===== config.mk =====
export PLATFORM = sky130hd
export DESIGN_NAME = pac_cell
export DESIGN_NICKNAME = d
export VERILOG_FILES = /design/src/sv/pac_pkg.sv /design/src/sv/pac_cell.sv
export SDC_FILE = /design/constraint.sdc
export NUM_CORES = 1
export LEC_CHECK = 0
export BUFFER_PORTS_ARGS = -buffer_cell sky130_fd_sc_hd__buf_2
export CORE_ASPECT_RATIO = 1.1
export CORE_MARGIN = 1.5
export CORE_UTILIZATION = 35
export DETAILED_ROUTE_END_ITERATION = 10
export PLACE_DENSITY = 0.56
export SYNTH_ARGS = -nofsm -noshare
export SYNTH_HDL_FRONTEND = slang
export SYNTH_SLANG_ARGS = --single-unit

===== constraint.sdc =====
create_clock -name clock -period 13.25 [get_ports clock]
set_input_delay 1.9875 -clock clock [delete_from_list [all_inputs] [get_ports clock]]
set_output_delay 1.9875 -clock clock [all_outputs]
set_load 0.03 [all_outputs]

===== src/sv/pac_pkg.sv =====
// ----------------------------------------------------------------------------
// PMP access checker package
// Shared types, codes and helper functions for the protection entry chain.
// ----------------------------------------------------------------------------
package pac_pkg;

   localparam int NUM_ENTRIES = 16;
   localparam int IDX_W       = $clog2(NUM_ENTRIES);
   localparam int SEL_W       = (IDX_W > 4) ? IDX_W : 4;

   // item modes
   localparam logic [2:0] MODE_LOAD      = 3'd0;
   localparam logic [2:0] MODE_STORE     = 3'd1;
   localparam logic [2:0] MODE_EXEC      = 3'd2;
   localparam logic [2:0] MODE_CSR_READ  = 3'd3;
   localparam logic [2:0] MODE_CSR_WRITE = 3'd4;

   // csr write kinds
   localparam logic [1:0] OP_WRITE = 2'd0;
   localparam logic [1:0] OP_SET   = 2'd1;
   localparam logic [1:0] OP_CLEAR = 2'd2;

   // address match modes
   localparam logic [1:0] AM_OFF   = 2'd0;
   localparam logic [1:0] AM_TOR   = 2'd1;
   localparam logic [1:0] AM_NA4   = 2'd2;
   localparam logic [1:0] AM_NAPOT = 2'd3;

   localparam logic [1:0] PRIV_MACHINE = 2'd3;

   typedef struct packed {
      logic [2:0]  mode;
      logic [1:0]  csr_op;
      logic        csr_is_cfg;
      logic [3:0]  csr_number;
      logic [31:0] access_address;
      logic [1:0]  privilege;
      logic [31:0] write_data;
   } req_type;

   typedef struct packed {
      logic        allowed;
      logic        matched;
      logic [3:0]  match_index;
      logic [31:0] read_data;
   } rsp_type;

   typedef struct packed {
      logic       lock;
      logic [1:0] am;
      logic       x;
      logic       w;
      logic       r;
   } cfg_type;

   // item state handed from cell to cell
   typedef struct packed {
      logic        valid;
      logic [2:0]  mode;
      logic [1:0]  op;
      logic        is_cfg;
      logic [3:0]  num;
      logic [31:0] addr;
      logic [1:0]  priv;
      logic [31:0] wdata;
      logic [31:0] prev_word;
      logic        decided;
      logic        allowed;
      logic        any_active;
      logic [3:0]  index;
      logic [31:0] read_data;
   } flow_type;

   function automatic logic [7:0] pack_byte(input cfg_type c);
      pack_byte = {c.lock, 2'b00, c.am, c.x, c.w, c.r};
   endfunction

   function automatic cfg_type unpack_byte(input logic [7:0] v);
      unpack_byte = cfg_type'({v[7], v[4:0]});
   endfunction

   function automatic logic [31:0] apply_op(input logic [31:0] old_value,
                                             input logic [1:0]  op,
                                             input logic [31:0] operand);
      unique case (op)
         OP_WRITE: apply_op = operand;
         OP_SET:   apply_op = old_value | operand;
         OP_CLEAR: apply_op = old_value & ~operand;
         default:  apply_op = old_value;
      endcase
   endfunction

endpackage


===== src/sv/pac_cell.sv =====
// ----------------------------------------------------------------------------
// PMP entry cell
// Holds one address word and one entry config, updates them on csr items,
// tests check items against its region and hands the item to the next cell.
// ----------------------------------------------------------------------------
module pac_cell (
   input  logic                      clock,
   input  logic                      reset,
   input  logic                      advance,
   input  logic [pac_pkg::IDX_W-1:0] cell_index,
   input  pac_pkg::flow_type         up_flow,
   output pac_pkg::flow_type         down_flow
);
   import pac_pkg::*;

   logic [31:0] raw_ff, raw_in;
   cfg_type     cfg_ff, cfg_in;
   flow_type    stage_ff, stage_in;

   logic        is_check, is_csr, is_wr, addr_hit, cfg_hit;
   logic [1:0]  lane;
   logic [31:0] raw_sh, prev_sh, ones, napot_mask, op_result;
   logic [7:0]  lane_byte;
   logic        tor_hit, na4_hit, napot_hit, active, hit, perm, bypass;

   always_comb begin
      is_check = up_flow.valid && (up_flow.mode == MODE_LOAD ||
                 up_flow.mode == MODE_STORE || up_flow.mode == MODE_EXEC);
      is_csr   = up_flow.valid && (up_flow.mode == MODE_CSR_READ ||
                 up_flow.mode == MODE_CSR_WRITE);
      is_wr    = up_flow.mode == MODE_CSR_WRITE;
      addr_hit = is_csr && !up_flow.is_cfg &&
                 (SEL_W'(up_flow.num) == SEL_W'(cell_index));
      cfg_hit  = is_csr && up_flow.is_cfg &&
                 (SEL_W'(up_flow.num) == SEL_W'(cell_index >> 2));
      lane     = cell_index[1:0];

      // region tests: TOR range, NA4 word, NAPOT masked compare
      raw_sh     = {raw_ff[29:0], 2'b00};
      prev_sh    = {up_flow.prev_word[29:0], 2'b00};
      tor_hit    = (up_flow.addr >= prev_sh) && (up_flow.addr < raw_sh);
      na4_hit    = up_flow.addr[31:2] == raw_ff[29:0];
      ones       = raw_ff ^ (raw_ff + 32'd1);
      napot_mask = {ones[29:0], 2'b11};
      napot_hit  = ((up_flow.addr ^ raw_sh) & ~napot_mask) == 32'd0;
      active     = cfg_ff.am != AM_OFF;
      unique case (cfg_ff.am)
         AM_TOR:   hit = tor_hit;
         AM_NA4:   hit = na4_hit;
         AM_NAPOT: hit = napot_hit;
         default:  hit = 1'b0;
      endcase

      // permission of this entry
      unique case (up_flow.mode)
         MODE_LOAD:  perm = cfg_ff.r;
         MODE_STORE: perm = cfg_ff.w;
         default:    perm = cfg_ff.x && cfg_ff.r;
      endcase
      bypass = !cfg_ff.lock && up_flow.priv[1];

      // csr update of the address word or of this entry's config byte
      raw_in = raw_ff;
      cfg_in = cfg_ff;
      if (addr_hit && is_wr) begin
         raw_in = apply_op(raw_ff, up_flow.op, up_flow.wdata);
      end
      lane_byte = up_flow.wdata[8*lane +: 8];
      op_result = apply_op({24'd0, pack_byte(cfg_ff)}, up_flow.op, {24'd0, lane_byte});
      if (cfg_hit && is_wr && !cfg_ff.lock) begin
         cfg_in = unpack_byte(op_result[7:0]);
      end

      // hand the item on
      stage_in           = up_flow;
      stage_in.prev_word = raw_ff;
      if (addr_hit) begin
         stage_in.read_data = raw_in;
      end
      if (cfg_hit) begin
         stage_in.read_data[8*lane +: 8] = pack_byte(cfg_in);
      end
      if (is_check && !up_flow.decided && active) begin
         stage_in.any_active = 1'b1;
         if (hit) begin
            stage_in.decided = 1'b1;
            stage_in.allowed = perm || bypass;
            stage_in.index   = 4'(cell_index);
         end
      end
   end

   // hold entry state, advance the item
   always_ff @(posedge clock) begin
      if (reset) begin
         raw_ff         <= '0;
         cfg_ff         <= '0;
         stage_ff.valid <= 1'b0;
      end else if (advance) begin
         raw_ff   <= raw_in;
         cfg_ff   <= cfg_in;
         stage_ff <= stage_in;
      end
   end

   assign down_flow = stage_ff;

endmodule


==> run_results.csv <==
group,metric,value,unit
status,status,"completed",
yosys,synth_cells,810,
timing,hold_viol_final,0,
clock_network,numCtsBuffers,17,
finish,design_area,11830,µm²
clock_network,cts_buffer_depth,2,
grt,grt_start_max_net_pins,73,
yosys,yosys.cell_types.count,56,
clock_network,cts_root_buffer,"clkbuf_16",
yosys,ys_warn_count,0,
grt,track_usage,21.27,%
floorplan,core_area,26140,µm²
grt,antenna_found_initial,4,
finish,area_delta_synth_final,27.11,%
critical_path,cp_cell_sequence,"buf_2 -> nor3b_2 -> o21ai_1 -> nor3_2 -> nand2_1 -> nor4_1 -> a22o_1",
detailed_routing,final_antenna_net_count,0,
placement,detailed_place.area,11200,µm²
power,ir_worst_vdd,78.84,µV
detailed_routing,wl_per_cell,19.79,µm
power,p_per_area,122.7,nW/µm²
finish,final_cell_mix,"buf_2, edfxtp_1, inv_1",
placement,port_buffers,300,
grt,grt_pass1_vias,7494,
finish,final_common_cell,"buf_2",
timing,finalCritPeriodShare,34.30,%
critical_path,slowest_delay,0.84,ns
floorplan,die-height,174.0,µm
detailed_routing,viasPerCell,5.244,
timing,timing.hold.ws,0.4741,ns
clock_network,cts_resized,0,
finish,multi_input_area,3734,µm²
finish,drive_gt1_share,32.65,%
floorplan,ios,303,
critical_path,crit_fanout,15,
power,p_leak,0.004909,µW
clock_network,ctsHoldBuffers,0,
floorplan,initial_utilization,35.60,%
timing,min_period,4.545,ns
finish,num-nets-final,1325,
detailed_routing,drc,0,
critical_path,cp_slowest_cell,"nor4_1",
timing,fmax,220.0,MHz
placement,routabilityCongestion,0.8781,
detailed_routing,wl,29130,µm
finish,fillers,2502,
clock_network,h-tree-depth,4,
timing,fin_skew,0.01277,ns
yosys,async_flop_share,0,%
detailed_routing,first_pass_iters,5,
floorplan,rows,62,
detailed_routing,num_vias,7719,
job,maxCapViolCount,0,
timing,setup_tns,0,ns
yosys,synth_ff_type,"edfxtp_1",
critical_path,setup.worst_path.end_class,"register",
floorplan,die_area,27580,µm²
timing,drv_slew,0,
detailed_routing,dr.first_iter.drc_count,533,
grt,grt_pass1_wl,43150,µm
clock_network,cts_tree,"built",
critical_path,required,13.56,ns
yosys,synthesis.nets,1030,
worst_hold_path,hold_path.class,"register to register",
yosys,ys_ff_latch,186,
critical_path,path_class,"input pin to register",
timing,rsz0062_at_grt,"no",
yosys,syn_avg_cell_area,11.49,µm²
timing,slew_headroom,25.06,%
clock_network,clkLatencyLatePin,0.45,ns
grt,overflow,0,
yosys,seq_area_frac_synth,55.81,%
finish,regArea,5195,µm²
critical_path,worstSetupStartpointType,"input pin",
clock_network,clk_pin_slew,0.08,ns
critical_path,crit_arrival,4.85,ns
clock_network,post_cts_buffers,0,
timing,setup_viol,0,
floorplan,die_w,158.5,µm
placement,hpwl,22100,µm
yosys,synth-edff-count,147,
yosys,synth_area,9308,µm²
timing,tightest_slew,1.123,ns
clock_network,clock-sinks,186,
cells in the mapped netlist (all sizes together), types with 2 or more instances:
cell type	n	share of area [%]
edfxtp	147	47
inv	75	3.0
o21ai	68	3.7
ha	65	8.7
nor2	62	2.5
nand2	48	1.9
a211oi	43	3.5
dfxtp	39	8.4
a21oi	33	1.8
a22oi	32	2.6
clkbuf	26	1.0
a22o	23	2.2
nand3	15	0.81
nand4	13	0.87
nor3	10	0.77
o2bb2ai	9	0.85
nor4	8	0.54
o2111ai	8	0.75
mux2i	6	0.65
mux4	6	1.5
o211ai	6	0.48
a21o	5	0.40
buf	5	0.27
mux2	5	0.60
xnor2	5	0.47
and2	4	0.27
and3	4	0.27
and4	4	0.38
nand2b	3	0.20
o22ai	3	0.20
a21boi	2	0.16
a31oi	2	0.13
a32oi	2	0.19
a41oi	2	0.19
and3b	2	0.19
nor2b	2	0.13
nor4b	2	0.32
o21bai	2	0.16
layer usage:
metal	vias to the layer above	track usage [%]	routed length (µm)
li1	3687	-	-
met1	3688	26.13	11870
met2	296	36.08	14530
met3	46	4.662	1915
met4	2	8.255	807
met5	-	0	7
critical path, delay by kind of cell:
family	cells	cell delay, ns
AND/OR/NAND/NOR	4	2.24
buffers and inverters	1	0.14
AO/OA/AOI/OAI	2	0.48
flip-flops by register name, summed over array words and instances (netlist names):
register / cells
raw_ff: 32
down_flow: 148
cfg_ff: 6
where the power goes:
| part | switching, µW | internal, µW | total [µW] | leakage, µW |
|---|---|---|---|---|
| combinational | 155 | 78.9 | 234 | 0.00291 |
| sequential | 19.1 | 668 | 687 | 0.00171 |
| clock | 272 | 259 | 531 | 0.000292 |
| total | 446 | 1010 | 1450 | 0.00491 |
worst paths after layout:
kind,start,end,slack [ns],cells past startpoint
worst min register to register,raw_ff[30],down_flow[69],0.47,0
worst max-delay path,up_flow[145],down_flow[28],8.71,7
worst min-delay path,raw_ff[30],down_flow[69],0.47,0
worst max register to register,raw_ff[21],down_flow[32],9.90,9
per-stage QoR:
stage	worst slack (ns)	utilization, %	std cells	total power [µW]
global route	8.333	45.26	1472	1509
floorplan	3.430	-	810	844.3
detailed placement	8.308	42.86	1438	934.6
global placement	8.308	42.86	1438	930.9
CTS	8.780	45.24	1470	1466
finish	8.705	45.26	1472	1451
cell type report:
cell class	instances	share of cell area, %
sequential	186	43.91
multi-input combinational	518	31.56
timing repair buffer	307	13.13
tap	352	3.723
clock buffer	17	3.596
inverter	75	2.379
clock inverter	15	1.660
antenna	2	0.04230
logic make-up (layout without fill, tap and decap cells):
| logic type | after synthesis | count (layout) | share of synthesized area, % |
|---|---|---|---|
| compound gates | 247 | 247 | 18.08 |
| flops | 186 | 186 | 55.81 |
| simple gates | 183 | 183 | 9.759 |
| buf+inv | 106 | 414 | 4.342 |
| fa+ha+maj | 65 | 65 | 8.738 |
| mux | 17 | 17 | 2.702 |
| xor+xnor | 6 | 6 | 0.5646 |
| other cells | 0 | 2 | 0 |
Note: power is estimated with default switching activity, not from simulation.
